==> src/rtl/median_filter_3x3_top_defines.svh <==
// Assertion macros shared by the 3x3 median filter RTL.
// Each macro samples on i_clk and is switched off while i_rst_n is low.
`ifndef MEDIAN_FILTER_3X3_TOP_DEFINES_SVH
`define MEDIAN_FILTER_3X3_TOP_DEFINES_SVH

// Consequent must hold in the same cycle as the antecedent.
`define MF3_ASSERT_NOW(label, ante, cons, msg) \
    label: assert property (@(posedge i_clk) disable iff (!i_rst_n) (ante) |-> (cons)) \
        else $error(msg);

// Consequent must hold in the cycle after the antecedent.
`define MF3_ASSERT_NEXT(label, ante, cons, msg) \
    label: assert property (@(posedge i_clk) disable iff (!i_rst_n) (ante) |=> (cons)) \
        else $error(msg);

`endif

==> src/rtl/mf3_pkg.sv <==
// Shared types, constants and helper functions of the 3x3 median filter.
// Used by every module of the block; depends on nothing else.
package mf3_pkg;

    localparam int MAX_WIDTH   = 2048;
    localparam int ADDR_W      = $clog2(MAX_WIDTH);
    localparam int EW          = ADDR_W + 1;
    localparam int WIDTH_REG_W = 12;
    localparam int HEIGHT_W    = 16;
    localparam int CFG_DATA_W  = 16;
    localparam int CFG_IDX_W   = 1;
    localparam int COL_W       = 11;
    localparam int ROW_W       = 16;
    localparam int BYTE_W      = 8;
    localparam int PIX_W       = 3 * BYTE_W;
    localparam int WIN_SIDE    = 3;
    localparam int WIN_TAPS    = 9;
    localparam int CENTRE_TAP  = 4;
    localparam int Q_DEPTH     = 4;
    localparam int Q_PTR_W     = $clog2(Q_DEPTH);
    localparam int Q_CNT_W     = Q_PTR_W + 1;

    localparam logic [WIDTH_REG_W-1:0] WIDTH_RESET  = WIDTH_REG_W'(640);
    localparam logic [HEIGHT_W-1:0]    HEIGHT_RESET = HEIGHT_W'(480);

    typedef enum logic [CFG_IDX_W-1:0] {
        REG_IMAGE_WIDTH  = 1'b0,
        REG_IMAGE_HEIGHT = 1'b1
    } t_cfg_reg;

    typedef logic [BYTE_W-1:0] t_byte;
    typedef logic [PIX_W-1:0]  t_pixel;
    typedef t_byte [2:0]       t_tri;

    // Which results an item causes, in the order they are delivered.
    typedef struct packed {
        logic a_en;
        logic a_med;
        logic b_en;
        logic c_en;
    } t_cls;

    typedef struct packed {
        t_cls                       cls;
        logic [ADDR_W-1:0]          col;
        logic [ROW_W-1:0]           row;
        t_byte [WIN_TAPS-1:0]       taps;
        t_pixel                     centre;
        t_pixel                     lo;
        t_pixel                     px;
    } t_job;

    typedef struct packed {
        logic               empty;
        logic [Q_CNT_W-1:0] count;
    } t_q_status;

    // Sorts three bytes; element 0 is the smallest and element 2 the largest.
    function automatic t_tri sort3(input t_byte a, input t_byte b, input t_byte c);
        t_byte x0;
        t_byte x1;
        t_byte x2;
        t_byte tmp;
        x0 = a;
        x1 = b;
        x2 = c;
        if (x0 > x1) begin
            tmp = x0; x0 = x1; x1 = tmp;
        end
        if (x1 > x2) begin
            tmp = x1; x1 = x2; x2 = tmp;
        end
        if (x0 > x1) begin
            tmp = x0; x0 = x1; x1 = tmp;
        end
        return {x2, x1, x0};
    endfunction

    function automatic t_byte min2(input t_byte a, input t_byte b);
        return (a < b) ? a : b;
    endfunction

    function automatic t_byte max2(input t_byte a, input t_byte b);
        return (a > b) ? a : b;
    endfunction

    function automatic t_byte med3(input t_byte a, input t_byte b, input t_byte c);
        return max2(min2(a, b), min2(max2(a, b), c));
    endfunction

endpackage

==> src/rtl/mf3_queue.sv <==
// Short job queue between the front and the back of the median filter.
// Depends on mf3_pkg and the assertion macros header.
`include "median_filter_3x3_top_defines.svh"

module mf3_queue
    import mf3_pkg::*;
(
    input  logic      i_clk,
    input  logic      i_rst_n,
    input  logic      i_wr,
    input  t_job      i_wdata,
    input  logic      i_rd,
    output t_job      o_rdata,
    output t_q_status o_status
);

    t_job               r_q [Q_DEPTH];
    logic [Q_PTR_W-1:0] r_wp;
    logic [Q_PTR_W-1:0] r_rp;
    logic [Q_CNT_W-1:0] r_count;

    always_ff @(posedge i_clk) begin
        if (!i_rst_n) begin
            r_wp    <= '0;
            r_rp    <= '0;
            r_count <= '0;
        end else begin
            if (i_wr) begin
                r_wp <= r_wp + Q_PTR_W'(1);
            end
            if (i_rd) begin
                r_rp <= r_rp + Q_PTR_W'(1);
            end
            r_count <= r_count + Q_CNT_W'(i_wr) - Q_CNT_W'(i_rd);
        end
    end

    always_ff @(posedge i_clk) begin
        if (i_wr) begin
            r_q[r_wp] <= i_wdata;
        end
    end

    assign o_rdata        = r_q[r_rp];
    assign o_status.empty = (r_count == '0);
    assign o_status.count = r_count;

    `MF3_ASSERT_NOW(a_q_no_overflow, i_wr && !i_rd, r_count < Q_CNT_W'(Q_DEPTH), "job queue written while full")
    `MF3_ASSERT_NOW(a_q_no_underflow, i_rd, r_count != '0, "job queue read while empty")

endmodule

==> config.mk <==
export PLATFORM = sky130hd
export DESIGN_NAME = mf3_queue
export DESIGN_NICKNAME = d
export VERILOG_FILES = /design/src/rtl/mf3_pkg.sv /design/src/rtl/mf3_queue.sv
export VERILOG_INCLUDE_DIRS = /design/src /design/src/rtl
export SDC_FILE = /design/constraint.sdc
export NUM_CORES = 1
export LEC_CHECK = 0
export ABC_AREA = 1
export BUFFER_PORTS_ARGS = -buffer_cell sky130_fd_sc_hd__buf_2
export CORE_MARGIN = 3
export CORE_UTILIZATION = 61
export CTS_CLUSTER_SIZE = 12
export DETAILED_ROUTE_END_ITERATION = 10
export GPL_TIMING_DRIVEN = 0
export PLACE_DENSITY = 0.87
export SYNTH_ARGS = -nofsm -noshare
export SYNTH_HDL_FRONTEND = slang
export SYNTH_SLANG_ARGS = --single-unit
==> constraint.sdc <==
create_clock -name i_clk -period 9.9 [get_ports i_clk]
set_input_delay 1.485 -clock i_clk [delete_from_list [all_inputs] [get_ports i_clk]]
set_output_delay 1.485 -clock i_clk [all_outputs]
set_load 0.02 [all_outputs]
# Yosys cells after proc, flatten, opt, wreduce, memory -nomap -nowiden
# Memory sizes are Yosys's and may differ from the RTL's. A register that Yosys moved wholly into a read port is not among the register bits.
# Cells that the tools add are included.
# word_totals
ramBits	700
out_inout_bits	179
regBits	7
wordCells	13
inputBits	179
memories	1
# op_classes
n_mux	4
add_sub_neg	4
reduce_logical	1
# memory_table
name	words	width	rd	rd_clocked_by_memory_dff	wr	line_no	rtl
r_q	4	175	1	1	1	mf3_queue.sv:17	t_job r_q [Q_DEPTH];
# op_table
operator	n
$add A2 B1 Y2 const B	2
$mux W2	2
$add A3 B1 Y3	1
$logic_not A3 Y1	1
$sub A3 B1 Y3	1
$mux W1	2

# Depth between registers and ports, before layout
# depth
word_depth	3
depth_mapped	8
ltp_nobuf	8

# Worst setup path before layout
# OpenSTA, ideal clock, no wires.
# synth_path
path_kind	input to register
startpoint	in i_wr
endpoint	mem r_q[0][0] (netlist bit), enable pin
setup_ns	0.527
t_arrival_ns	4.881
required_time_ns	9.373
n_path_buf	0
path_slack_ns	4.492
cell_stages	2
path_cell_list	nand2_1 inv_1
# synth_between
elab_chain_len	2
# synth_rtl
element	line_no	rtl
start: declaration	mf3_queue.sv:10	input logic i_wr,
$mux W1	mf3_queue.sv:39	if (i_wr) begin
$mux W1 (not written as such)	mf3_queue.sv:40	r_q[r_wp] <= i_wdata;
end: declaration	mf3_queue.sv:17	
# Every way passes these cells.

==> summary.md <==
| Metric | Value |
|---|---|
| Status | complete, no violations |
| Total wire length | 68.9 mm |
| Post-synthesis sequential area ratio | 76.0% |
| Synth Cell Area | around 0.028 mm2 |
| Die area | 0.0484 mm2 |
| Dpl hpwl | around 41 mm |
| Share of layout cells above drive strength 1 | 21.9% |
| Largest net degree at the start of global routing | 115 |
| Simple-Gate Fraction of Synth Area | 4.89% |
| Critical-path top delay cell | buf_2 |
| DRC viols | 0 |
| CTS Buf Count | 72 |
| WL/cell | 21.7 um |
| Core area | 0.0447 mm2 |
| Required @ worst endpoint | 8.42 ns |
| Global-route wire length before repair | 102 mm |
| Post-layout total power | 6.77 mW |
| Die Width | 220 um |
| DR pass1 iterations | 7 |
| Post-synth top area cell | edfxtp_1 |
| Adder-cell share of the synthesized area | less than 1% |
| Total track usage | between 20% and 30% |
| Clock sink count | approximately 710 |
| Compound-cell area share of the yosys netlist | between 10% and 20% |
| Crit Reg-Reg Startpoint | r_wp[0]$_SDFFE_PN0P_ |
| Distinct cells, synth | 17 |
| Post-CTS Setup Bufs | 0 |
| Final ANT Viol Nets | 0 |
| Vias in the first global route | 18500 |
| Pwr dens | a little over 200 mW/mm2 |
| Setup crit end kind | primary output |
| HP Class | flip-flop to flip-flop |
| Clk buf depth | 3 |
| Via/cell ratio | a little under 6 |
| Root buf cell | clkbuf_16 |
| Final clock skew | 0.0156 ns |
| P&R area growth vs syn | 17.3% |
| Antenna violations before repair | 16 |
| Clock transition at path regs | 0.06 ns |
| Flop-to-flop setup slack | 7.67 ns |
| Starting DRT DRC Count | 1976 |
| Worst stage delay on the critical path | 0.35 ns |
| Hold Crit Depth | 2 |
| Final count of hold timing violations | 0 |
| Routability cong. | 0.814 |
| Initial core utilization | between 60% and 70% |
| Yosys Warn Count | 0 |
| # setup viols final | 0 |
| Std-Cell Rows | a little under 80 |
| Top cells by area, synth | edfxtp_1, inv_1, nand2_1 |
| DP Cell Count | 3049 |
| Mapped Cells | 2096 |
| Worst Setup EP | o_rdata[50] |
| Final #Nets | 2717 |
| Crit path arrival time | 2.15 ns |
| Pleak | between 10 and 15 nW |
| Fmax | about 270 MHz |
| Unrepaired setup endpoints after global routing | no |
| Port Buf Inserts | 357 |
| Post-synthesis net count | ~2300 |
| Number of top-level pins | roughly 360 |
| Mux cell area share after synthesis | 0% |
| Tcrit/Tclk final | 36.7% |
| Post-CTS Hold Buffers | 0 |
| R2r endpoint | r_q[2][78]$_DFFE_PP_ |
| Max rail drop VDD | 221 uV |
| Max-slew violations | 0 |
| Startpoint Class | flip-flop |
| MaxCap Viol Count | 0 |
| Kind of critical path | flip-flop to primary output |
| Period minus WS final | between 3 and 4 ns |
| Final cell count without fillers | around 3200 |
| Clock Latency Late Sink | 0.59 ns |
| Largest family of logic cells by synthesized area | compound AO/OA/AOI/OAI gates |
| Die H | 220 um |
| Setup TNS | 0 ns |
| Max FO, Critical Path | 10 |
| Slew @ Worst Pin | 0.892 ns |
| CTS-repair resized insts | 0 |
| #FFs+latches synth | around 710 |
| Rel. slew slack | between 40% and 50% |
| Most used cell along the critical path | buf_2 |
| CP Cell Sequence | buf_6 -> buf_2 -> buf_2 -> o21ai_0 -> nand2_1 -> buf_2 |
| Xor/xnor share of the synthesized area | 0% |
| Post-synth top area share | 75.3% |
| Grt total ovfl | 0 |
| CTS tree | built |
| Via count | ~19000 |
| Syn Area/Cell | between 10 and 15 um2 |
| H-tree depth | 3 |
| R2r worst-path depth | 5 |
## kinds of logic (layout without fill, tap and decap cells)
group	count (synthesis)	count (layout)
AOI/OAI and AO/OA	535	535
other	0	8
buffers and inverters	482	955
DFF	709	709
adders and majority gates	7	7
and+or+nand+nor	363	363
## worst min-delay path by stage
stage,from,endpoint,slack (ns)
2_1_floorplan,r_rp[1]$_SDFFE_PN0P_,flip-flop,0.44
3_3_place_gp,r_rp[1]$_SDFFE_PN0P_,flip-flop,0.45
3_5_place_dp,r_rp[1]$_SDFFE_PN0P_,r_rp[1]$_SDFFE_PN0P_,0.46
4_1_cts,r_rp[1]$_SDFFE_PN0P_,r_rp[1]$_SDFFE_PN0P_,0.47
5_1_grt,r_rp[1]$_SDFFE_PN0P_,r_rp[1]$_SDFFE_PN0P_,0.51
6_report,r_rp[1]$_SDFFE_PN0P_,r_rp[1]$_SDFFE_PN0P_,0.47
## worst max-delay path, delay by kind of cell, from the launching register on
family                 cells  cell delay (ns)
buffers and inverters      4             0.95
flip-flops                 1             0.33
AO/OA/AOI/OAI              1             0.18
AND/OR/NAND/NOR            1             0.12
## cell type report
type / instances / area, um2
clock buffers: 101 / 2010
plain buffers: 117 / 761
clock inverters: 11 / 143
diodes: 8 / 20.0
multi-input cells: 905 / 4580
fillers: 2672 / 12000
repair buffers: 361 / 1900
flip-flops and latches: 709 / 21200
inverters: 365 / 1400
well taps: 592 / 741
## synthesized netlist by cell type
cell type,number
ha_1,6
buf_4,5
edfxtp_1,700
fa_1,1
nor2_1,1
clkbuf_1,5
nand3_1,1
buf_6,27
a21oi_1,181
o211ai_1,175
nand2_1,360
o21ai_1,74
dfxtp_1,9
o21ai_0,105
nor3_1,1
buf_2,80
inv_1,365
## power by group
group | total (mW) | internal (mW) | leakage, nW | switching [mW]
Clock | 2.53 | 1.48 | 1.04 | 1.05
Combinational | 0.775 | 0.223 | 5.46 | 0.552
Sequential | 3.47 | 3.44 | 6.50 | 0.0329
## through the flow
stage / hold WS [ns] / utilization (%) / instance area, um2 / setup WS, ns
global route: 0.506 / 73.2 / 32700 / 6.16
floorplan: 0.436 / - / 27900 / 4.49
CTS: 0.471 / 73.2 / 32700 / 6.23
finish: 0.473 / 73.2 / 32700 / 6.26
global placement: 0.447 / 68.1 / 30400 / 1.63
detailed placement: 0.463 / 68.4 / 30600 / 6.59
## per-layer routing
metal / up-vias / track usage [%] / part of all wire, %
li1: 8194 / - / -
met1: 8997 / 35.0 / 36
met2: 1143 / 47.6 / 50
met3: 191 / 6.48 / 10
met4: 16 / 11.1 / 3.4
met5: - / 0 / 0.12
## registers in the layout, summed over array words and instances, names as in the netlist, named ones only
| register | flops |
|---|---|
| r_wp | 2 |
| r_q | 700 |
| r_count | 3 |
| r_rp | 2 |
## cell usage in the layout, fill, tap and decap left out, types with 5 or more instances in the layout
| cell type | netlist | layout |
|---|---|---|
| clkbuf_16 | 0 | 76 |
| buf_4 | 5 | 5 |
| a21oi_1 | 181 | 181 |
| o211ai_1 | 175 | 175 |
| ha_1 | 6 | 6 |
| clkbuf_1 | 5 | 29 |
| edfxtp_1 | 700 | 700 |
| nand2_1 | 360 | 360 |
| o21ai_1 | 74 | 74 |
| buf_6 | 27 | 27 |
| o21ai_0 | 105 | 105 |
| buf_2 | 80 | 437 |
| inv_1 | 365 | 361 |
| diode_2 | 0 | 8 |
| dfxtp_1 | 9 | 9 |
(Power assumes the default switching activity.)
