File: src/rtl/median_filter_3x3_top_defines.svh
// Assertion macros shared by the 3x3 median filter RTL.
// Each macro samples on i_clk and is switched off while i_rst_n is low.
`ifndef MEDIAN_FILTER_3X3_TOP_DEFINES_SVH
`define MEDIAN_FILTER_3X3_TOP_DEFINES_SVH

// Consequent must hold in the same cycle as the antecedent.
`define MF3_ASSERT_NOW(label, ante, cons, msg) \
    label: assert property (@(posedge i_clk) disable iff (!i_rst_n) (ante) |-> (cons)) \
        else $error(msg);

// Consequent must hold in the cycle after the antecedent.
`define MF3_ASSERT_NEXT(label, ante, cons, msg) \
    label: assert property (@(posedge i_clk) disable iff (!i_rst_n) (ante) |=> (cons)) \
        else $error(msg);

`endif

File: src/rtl/mf3_pkg.sv
// Shared types, constants and helper functions of the 3x3 median filter.
// Used by every module of the block; depends on nothing else.
package mf3_pkg;

    localparam int MAX_WIDTH   = 2048;
    localparam int ADDR_W      = $clog2(MAX_WIDTH);
    localparam int EW          = ADDR_W + 1;
    localparam int WIDTH_REG_W = 12;
    localparam int HEIGHT_W    = 16;
    localparam int CFG_DATA_W  = 16;
    localparam int CFG_IDX_W   = 1;
    localparam int COL_W       = 11;
    localparam int ROW_W       = 16;
    localparam int BYTE_W      = 8;
    localparam int PIX_W       = 3 * BYTE_W;
    localparam int WIN_SIDE    = 3;
    localparam int WIN_TAPS    = 9;
    localparam int CENTRE_TAP  = 4;
    localparam int Q_DEPTH     = 4;
    localparam int Q_PTR_W     = $clog2(Q_DEPTH);
    localparam int Q_CNT_W     = Q_PTR_W + 1;

    localparam logic [WIDTH_REG_W-1:0] WIDTH_RESET  = WIDTH_REG_W'(640);
    localparam logic [HEIGHT_W-1:0]    HEIGHT_RESET = HEIGHT_W'(480);

    typedef enum logic [CFG_IDX_W-1:0] {
        REG_IMAGE_WIDTH  = 1'b0,
        REG_IMAGE_HEIGHT = 1'b1
    } t_cfg_reg;

    typedef logic [BYTE_W-1:0] t_byte;
    typedef logic [PIX_W-1:0]  t_pixel;
    typedef t_byte [2:0]       t_tri;

    // Which results an item causes, in the order they are delivered.
    typedef struct packed {
        logic a_en;
        logic a_med;
        logic b_en;
        logic c_en;
    } t_cls;

    typedef struct packed {
        t_cls                       cls;
        logic [ADDR_W-1:0]          col;
        logic [ROW_W-1:0]           row;
        t_byte [WIN_TAPS-1:0]       taps;
        t_pixel                     centre;
        t_pixel                     lo;
        t_pixel                     px;
    } t_job;

    typedef struct packed {
        logic               empty;
        logic [Q_CNT_W-1:0] count;
    } t_q_status;

    // Sorts three bytes; element 0 is the smallest and element 2 the largest.
    function automatic t_tri sort3(input t_byte a, input t_byte b, input t_byte c);
        t_byte x0;
        t_byte x1;
        t_byte x2;
        t_byte tmp;
        x0 = a;
        x1 = b;
        x2 = c;
        if (x0 > x1) begin
            tmp = x0; x0 = x1; x1 = tmp;
        end
        if (x1 > x2) begin
            tmp = x1; x1 = x2; x2 = tmp;
        end
        if (x0 > x1) begin
            tmp = x0; x0 = x1; x1 = tmp;
        end
        return {x2, x1, x0};
    endfunction

    function automatic t_byte min2(input t_byte a, input t_byte b);
        return (a < b) ? a : b;
    endfunction

    function automatic t_byte max2(input t_byte a, input t_byte b);
        return (a > b) ? a : b;
    endfunction

    function automatic t_byte med3(input t_byte a, input t_byte b, input t_byte c);
        return max2(min2(a, b), min2(max2(a, b), c));
    endfunction

endpackage

File: src/rtl/mf3_back.sv
// Back end of the median filter: two-stage median network, then expansion
// of each job into its results and the output register.
// Depends on mf3_pkg and the assertion macros header.
`include "median_filter_3x3_top_defines.svh"

module mf3_back
    import mf3_pkg::*;
(
    input  logic              i_clk,
    input  logic              i_rst_n,
    input  t_q_status         i_q_status,
    input  t_job              i_job,
    output logic              o_q_rd,
    input  logic              pop,
    output logic              empty,
    output t_byte             o_out_zero,
    output t_byte             o_out_one,
    output t_byte             o_out_two,
    output logic [COL_W-1:0]  o_column,
    output logic [ROW_W-1:0]  o_row,
    output logic              o_last_of_run
);

    localparam int PEND_A = 0;
    localparam int PEND_B = 1;
    localparam int PEND_C = 2;

    logic  r_p1_valid;
    t_job  r_p1_job;
    logic  r_p2_valid;
    t_job  r_p2_job;
    t_tri  r_p2_cand;

    logic              r_ex_valid;
    logic [2:0]        r_ex_pend;
    logic              r_ex_med_en;
    t_byte             r_ex_med;
    logic [ADDR_W-1:0] r_ex_col;
    logic [ROW_W-1:0]  r_ex_row;
    t_pixel            r_ex_centre;
    t_pixel            r_ex_lo;
    t_pixel            r_ex_px;

    logic              r_o_valid;
    t_pixel            r_o_pix;
    logic [ADDR_W-1:0] r_o_col;
    logic [ROW_W-1:0]  r_o_row;
    logic              r_o_last;

    t_job              p1_in;
    t_tri              p2_cand;
    logic [2:0]        n_pend;
    t_pixel            e_pix;
    logic [ADDR_W-1:0] e_col;
    logic [ROW_W-1:0]  e_row;
    logic              e_last;
    logic              out_free;
    logic              emit;
    logic              ex_take;
    logic              p2_move;
    logic              p2_take;
    logic              p1_take;

    // First stage of the network: sort each row of the window.
    always_comb begin
        t_tri srt;
        p1_in = i_job;
        for (int i = 0; i < WIN_SIDE; i++) begin
            srt = sort3(i_job.taps[i * WIN_SIDE], i_job.taps[i * WIN_SIDE + 1],
                        i_job.taps[i * WIN_SIDE + 2]);
            for (int k = 0; k < WIN_SIDE; k++) begin
                p1_in.taps[i * WIN_SIDE + k] = srt[k];
            end
        end
    end

    // Second stage: the median lies between the largest row minimum, the
    // median of row medians and the smallest row maximum.
    always_comb begin
        p2_cand[0] = max2(max2(r_p1_job.taps[0], r_p1_job.taps[3]), r_p1_job.taps[6]);
        p2_cand[1] = med3(r_p1_job.taps[1], r_p1_job.taps[4], r_p1_job.taps[7]);
        p2_cand[2] = min2(min2(r_p1_job.taps[2], r_p1_job.taps[5]), r_p1_job.taps[8]);
    end

    // Pick the next result of the job held in the expander.
    always_comb begin
        n_pend = r_ex_pend;
        e_pix  = r_ex_px;
        e_col  = r_ex_col;
        e_row  = r_ex_row;
        if (r_ex_pend[PEND_A]) begin
            n_pend[PEND_A] = 1'b0;
            e_pix = r_ex_med_en ? {3{r_ex_med}} : r_ex_centre;
            e_col = r_ex_col - ADDR_W'(1);
            e_row = r_ex_row - ROW_W'(1);
        end else if (r_ex_pend[PEND_B]) begin
            n_pend[PEND_B] = 1'b0;
            e_pix = r_ex_lo;
            e_row = r_ex_row - ROW_W'(1);
        end else begin
            n_pend[PEND_C] = 1'b0;
        end
        e_last = (n_pend == '0);
    end

    always_comb begin
        out_free = !r_o_valid || pop;
        emit     = r_ex_valid && out_free;
        ex_take  = !r_ex_valid || (emit && e_last);
        p2_move  = r_p2_valid && ex_take;
        p2_take  = !r_p2_valid || ex_take;
        p1_take  = !r_p1_valid || p2_take;
        o_q_rd   = !i_q_status.empty && p1_take;
    end

    always_ff @(posedge i_clk) begin
        if (!i_rst_n) begin
            r_p1_valid <= 1'b0;
            r_p2_valid <= 1'b0;
            r_ex_valid <= 1'b0;
            r_ex_pend  <= '0;
            r_o_valid  <= 1'b0;
        end else begin
            if (p1_take) begin
                r_p1_valid <= o_q_rd;
            end
            if (p2_take) begin
                r_p2_valid <= r_p1_valid;
            end
            if (ex_take) begin
                r_ex_valid <= r_p2_valid;
            end
            if (p2_move) begin
                r_ex_pend <= {r_p2_job.cls.c_en, r_p2_job.cls.b_en, r_p2_job.cls.a_en};
            end else if (emit) begin
                r_ex_pend <= n_pend;
            end
            if (emit) begin
                r_o_valid <= 1'b1;
            end else if (pop) begin
                r_o_valid <= 1'b0;
            end
        end
    end

    always_ff @(posedge i_clk) begin
        if (o_q_rd && p1_take) begin
            r_p1_job <= p1_in;
        end
        if (r_p1_valid && p2_take) begin
            r_p2_job  <= r_p1_job;
            r_p2_cand <= p2_cand;
        end
        if (p2_move) begin
            r_ex_med_en <= r_p2_job.cls.a_med;
            r_ex_med    <= med3(r_p2_cand[0], r_p2_cand[1], r_p2_cand[2]);
            r_ex_col    <= r_p2_job.col;
            r_ex_row    <= r_p2_job.row;
            r_ex_centre <= r_p2_job.centre;
            r_ex_lo     <= r_p2_job.lo;
            r_ex_px     <= r_p2_job.px;
        end
        if (emit) begin
            r_o_pix  <= e_pix;
            r_o_col  <= e_col;
            r_o_row  <= e_row;
            r_o_last <= e_last;
        end
    end

    assign empty         = !r_o_valid || !i_rst_n;
    assign o_out_zero    = r_o_pix[BYTE_W-1:0];
    assign o_out_one     = r_o_pix[2*BYTE_W-1:BYTE_W];
    assign o_out_two     = r_o_pix[3*BYTE_W-1:2*BYTE_W];
    assign o_column      = COL_W'(r_o_col);
    assign o_row         = r_o_row;
    assign o_last_of_run = r_o_last;

    `MF3_ASSERT_NOW(a_be_pend, r_ex_valid, r_ex_pend != '0, "expander holds a job with no result left")
    `MF3_ASSERT_NEXT(a_be_p1_hold, r_p1_valid && !p2_take, r_p1_valid && $stable(r_p1_job), "stalled sort stage lost its job")

endmodule

File: config.mk
export PLATFORM = sky130hd
export DESIGN_NAME = mf3_back
export DESIGN_NICKNAME = d
export VERILOG_FILES = /design/src/rtl/mf3_pkg.sv /design/src/rtl/mf3_back.sv
export VERILOG_INCLUDE_DIRS = /design/src /design/src/rtl
export SDC_FILE = /design/constraint.sdc
export NUM_CORES = 1
export LEC_CHECK = 0
export BUFFER_PORTS_ARGS = -buffer_cell sky130_fd_sc_hd__buf_2
export CAP_MARGIN = 0
export CORE_ASPECT_RATIO = 0.5
export CORE_MARGIN = 2
export CORE_UTILIZATION = 40
export DETAILED_ROUTE_END_ITERATION = 7
export PLACE_DENSITY = 0.58
export SYNTH_ARGS = -nofsm -noshare
export SYNTH_HDL_FRONTEND = slang
export SYNTH_SLANG_ARGS = --single-unit
File: constraint.sdc
create_clock -name i_clk -period 10.45 [get_ports i_clk]
set_clock_uncertainty 0.2 [all_clocks]
set_input_delay 0.5225 -clock i_clk [delete_from_list [all_inputs] [get_ports i_clk]]
set_output_delay 0.5225 -clock i_clk [all_outputs]
set_load 0.02 [all_outputs]
Word level (Yosys, flattened, before mapping)
Cells that the tools add are included.
{"block": "word_totals", "ff_bits": 469, "in_bits": 182, "word_cells": 131}
{"block": "op_classes", "add_sub_neg": 2, "order_cmp": 21, "n_mux": 42, "reduce_logical": 20}
{"cell": "two-way mux 8 bit", "n": 30}
{"cell": "greater-than comparator 8 bit", "n": 15}
{"cell": "two-way mux 24 bit", "n": 3}
{"cell": "< comparator 8 bit", "n": 6}
{"cell": "two-way mux 16 bit", "n": 2}
{"cell": "subtractor 16 x 1 -> 16 bit (second input constant)", "n": 1}
{"cell": "two-way mux 11 bit", "n": 1}
{"cell": "subtractor 11 x 1 -> 11 bit (second input constant)", "n": 1}
{"cell": "logical AND 1 bit", "n": 6}
{"cell": "logical NOT 1 bit", "n": 6}
{"cell": "two-way mux 3 bit", "n": 2}
{"cell": "logical OR 1 bit", "n": 5}
{"cell": "nonzero test 2 bit", "n": 2}
{"cell": "logical NOT 3 bit", "n": 1}
{"cell": "two-way mux 1 bit", "n": 3}
{"cell": "two-way mux 2 bit", "n": 1}

Longest topological paths before layout
{"block": "depth", "word_depth": 9, "mapped_depth": 28, "ltp_nobuf": 23}

Least setup slack after synthesis
No wires, ideal clock.
{"block": "synth_path", "path_type": "register -> register", "startpoint": "register r_ex_pend[1]", "endpoint": "register r_p1_job[0] (netlist name), enable pin", "arrival_time_ns": 9.707, "required_time_ns": 9.466, "setup_slack_ns": -0.241, "path_stages_with_launch": 6, "n_path_buf": 0, "path_cell_list": "dfxtp_1 > nor2_1 > nor2_1 > o21a_1 > and2_1 > a21oi_1"}
{"block": "synth_via", "elab_chain_cells": 9}
{"element": "start, declared", "line_no": "mf3_back.sv:35", "text": "logic [2:0] r_ex_pend;"}
{"element": "start signal, assigned", "line_no": "mf3_back.sv:134", "text": "r_ex_pend <= {r_p2_job.cls.c_en, r_p2_job.cls.b_en, r_p2_job.cls.a_en};"}
{"element": "start signal, assigned", "line_no": "mf3_back.sv:136", "text": "r_ex_pend <= n_pend;"}
{"element": "two-way mux 1 bit", "line_no": "mf3_back.sv:96", "text": "end else if (r_ex_pend[PEND_B]) begin"}
{"element": "two-way mux 2 bit *", "line_no": "mf3_back.sv:91", "text": "if (r_ex_pend[PEND_A]) begin"}
{"element": "logical NOT 3 bit *", "line_no": "mf3_back.sv:103", "text": "e_last = (n_pend == '0);"}
{"element": "logical AND 1 bit *", "line_no": "mf3_back.sv:109", "text": "ex_take = !r_ex_valid || (emit && e_last);"}
{"element": "logical OR 1 bit *", "line_no": "mf3_back.sv:109"}
{"element": "logical OR 1 bit *", "line_no": "mf3_back.sv:111", "text": "p2_take = !r_p2_valid || ex_take;"}
{"element": "logical OR 1 bit *", "line_no": "mf3_back.sv:112", "text": "p1_take = !r_p1_valid || p2_take;"}
{"element": "logical AND 1 bit *", "line_no": "mf3_back.sv:113", "text": "o_q_rd = !i_q_status.empty && p1_take;"}
{"element": "net o_q_rd", "line_no": "mf3_back.sv:13", "text": "output logic o_q_rd,"}
{"element": "logical AND 1 bit *", "line_no": "mf3_back.sv:147", "text": "if (o_q_rd && p1_take) begin"}
{"element": "end signal, assigned", "line_no": "mf3_back.sv:148", "text": "r_p1_job <= p1_in;"}
{"element": "end, declared", "line_no": "mf3_back.sv:29", "text": "t_job r_p1_job;"}
Mark *: on every way through the listed nets, which the timed path passes. The rest lies on a longest branch.
A chain may end at the register's enable or synchronous reset.

==> out/metrics.yaml <==
status: "finished clean"
reg2reg_slack_ps: 4150
synthMuxAreaShare: 0.0555
dpl.hpwl_mm: 33.1
cts.clk_slew.worst_paths_ps: 60
p_per_area_nw_per_um2: 238
maxCapViolations: 0
syn-num-nets: 1975
grt_usage: 0.162
dp_slack_ps: 3340
ioPinCount: 236
numCtsBuffers: 44
yosysWarnings: 0
clockBufferDepth: 3
wl_per_cell_um: 17.0
r2r-end: "r_ex_med[0]$_DFFE_PP_"
initial_core_util: 0.408
cts_tree: "done"
period_needed_ps: 6640
netlist_instances: 1643
yosysSeqAreaShare: 0.634
vias_per_cell: 4.97
yosys.area_share.simple: 0.0803
cts_resized: 0
drcViolationCount: 0
finalHoldViolCount: 0
async_reset_ff_frac: 0
cts_num_sinks: 469
core_area_um2: 54200
drive_gt1_frac: 0.201
worst_pin_slew_ps: 1140
portBuffers: 232
crit_path_end_kind: "register"
dieArea_um2: 57300
grt_pass1_wl_mm: 72.1
finalCritPeriodShare: 0.635
grt_max_degree: 78
area_growth_pct: 21.0
whs_endpoint: "r_ex_valid$_SDFFE_PN0P_"
finalSetupTns_ps: 0
n_antenna_cell: 0
drt-total-wl_mm: 47.1
instances_no_fill: 2779
synth-xor-area-share: 0.00911
r2r.worst_path.cells: 21
max_freq_mhz: 151
worstSetupPathType: "primary input to register"
vias: 13800
hp-start: "i_rst_n"
first_pass_iters: 5
post_cts_buffers: 0
grt.overflow.total: 0
cp_data_arrival_time_ps: 6840
slew_viol_final: 0
rows: 60
holdWs_ps: 51.2
syn_avg_cell_area_um2: 13.5
gp_congestion: 0.898
fin_nets: 2332
timing.rr.start: "r_p2_cand[1]$_DFFE_PP_"
nFillCells: 4744
worstSkewPairLatency_ps: 560
htreeDepth: 2
synthAdderAreaFrac: 0.0849
ir_drop_mv: 0.141
antenna_found_initial: 1
synth_top_family_by_area: "compound AO/OA/AOI/OAI gates"
grt_pass1_vias: 13400
synth_edf_count: 462
slew_headroom: 0.235
total_power_w: 0.00638
critPathMaxFanout: 26
setup_ws_ps: 3810
hold_depth: 2
rsz0062_at_grt: "no"
setup_viol: 0
worstPathRequired_ps: 10660
cts_hold_buf: 104
hold_class: "primary input to register"
synth_seq_cells: 469
die-height_um: 170
die_w_um: 337
leakage_nw: 10.6
drt_iter0_drc: 759
syn_area_um2: 22100
drtAntennaViolNets: 0
dp_cells: 2594
synth.distinct_cells: 64
synth-compound-area-share: 0.105
critPathLaunchType: "primary input"
yosys_most_used_dff: "edfxtp_1"
most-common-layout-cells: "edfxtp_1, buf_2, ha_1, inv_1, dlygate4sd3_1"
final_common_cell: "edfxtp_1"
root_buffer: "clkbuf_16"
[Yosys cell counts (all sizes together) (6+ instances only)]
| library cell | n | share of area |
|---|---|---|
| a211oi | 27 | 0.0097 |
| a21boi | 6 | 0.0020 |
| a21o | 22 | 0.0075 |
| a21oi | 74 | 0.017 |
| a31oi | 24 | 0.0068 |
| buf | 7 | 0.0017 |
| clkbuf | 31 | 0.0053 |
| dfxtp | 7 | 0.0063 |
| edfxtp | 462 | 0.63 |
| ha | 150 | 0.085 |
| inv | 141 | 0.024 |
| mux2 | 53 | 0.028 |
| mux2i | 60 | 0.027 |
| nand2 | 103 | 0.017 |
| nand2b | 33 | 0.0093 |
| nand3 | 39 | 0.0091 |
| nand4 | 18 | 0.0051 |
| nor2 | 77 | 0.013 |
| nor2b | 40 | 0.011 |
| nor3 | 10 | 0.0023 |
| nor4 | 6 | 0.0020 |
| o211ai | 11 | 0.0040 |
| o21a | 26 | 0.0088 |
| o21ai | 86 | 0.019 |
| o221a | 20 | 0.010 |
| o22a | 14 | 0.0055 |
| o22ai | 18 | 0.0051 |
| or2 | 8 | 0.0023 |
| or3 | 10 | 0.0028 |
| xnor2 | 10 | 0.0040 |
| xor2 | 13 | 0.0051 |
[routing by layer]
metal | share of wire | vias to the layer above | track usage | wire [um]
met5 | 0 | - | 0 | 0
met4 | 0.021 | 0 | 0.0427 | 986
met3 | 0.047 | 66 | 0.0295 | 2230
met2 | 0.49 | 295 | 0.287 | 23200
met1 | 0.44 | 6554 | 0.206 | 20700
li1 | - | 6910 | - | -
[worst max path at each step]
stage,from,end,slack [ps],depth (start not counted)
after floorplan,r_ex_pend[1]$_SDFFE_PN0P_,r_p2_cand[0]$_DFFE_PP_,3000,5
after global placement,i_job[86],r_p1_job[82]$_DFFE_PP_,3430,21
after detailed placement,i_job[86],r_p1_job[79]$_DFFE_PP_,3340,22
after CTS,i_job[86],r_p1_job[79]$_DFFE_PP_,3930,22
after global routing,i_job[86],r_p1_job[82]$_DFFE_PP_,3210,22
final,i_job[86],r_p1_job[79]$_DFFE_PP_,3810,22
[sequential cells by signal (all words and copies together), names as in the netlist, 16 cells and up]
signal       cells
r_p1_job       175
r_p2_job       103
r_ex_centre     24
r_ex_lo         24
r_ex_px         24
r_o_pix         24
r_p2_cand       24
o_row           16
r_ex_row        16
[cell families after synthesis]
| group | Yosys count |
|---|---|
| multiplexers | 113 |
| buffers and inverters | 179 |
| XOR/XNOR | 23 |
| AO/OA/AOI/OAI | 348 |
| AND/OR/NAND/NOR | 361 |
| adder cells (fa/ha/maj) | 150 |
| flip-flops | 469 |
[power breakdown]
group / switching (W) / internal [W] / total, W
Sequential: 0.000105 / 0.00236 / 0.00246
Combinational: 0.00126 / 0.000967 / 0.00222
Clock: 0.000697 / 0.000997 / 0.00169
Total: 0.00206 / 0.00432 / 0.00638
[through the flow]
| stage | utilization | area [um2] |
|---|---|---|
| floorplan | - | 22100 |
| global placement | 0.446 | 24200 |
| detailed placement | 0.446 | 24200 |
| CTS | 0.494 | 26800 |
| global route | 0.494 | 26800 |
| finish | 0.494 | 26800 |
[cell type report]
cell class | count | area, um2 | area share
multi-input combinational | 995 | 7440 | 0.278
clock inverter | 28 | 388 | 0.0145
timing repair buffer | 349 | 2300 | 0.0859
tap | 744 | 931 | 0.0348
sequential | 469 | 14000 | 0.524
inverter | 141 | 532 | 0.0199
clock buffer | 53 | 1160 | 0.0432
[critical path: stages]
cell      delay (ps)
buf_2            150
inv_1             90
ha_1             290
a21o_1           160
a21oi_1          240
o211ai_1         370
and2_1           390
o21ai_0          500
ha_1             350
a21o_1           180
a21oi_1          180
o211ai_1         200
nand2_1          760
mux2i_1          200
ha_1             360
nand2_1           60
o21ai_0          350
mux2i_1          160
a21oi_2          340
mux2i_1          600
o22a_1           240
o21a_1           150
No activity file was read; power rests on OpenSTA's default activity.
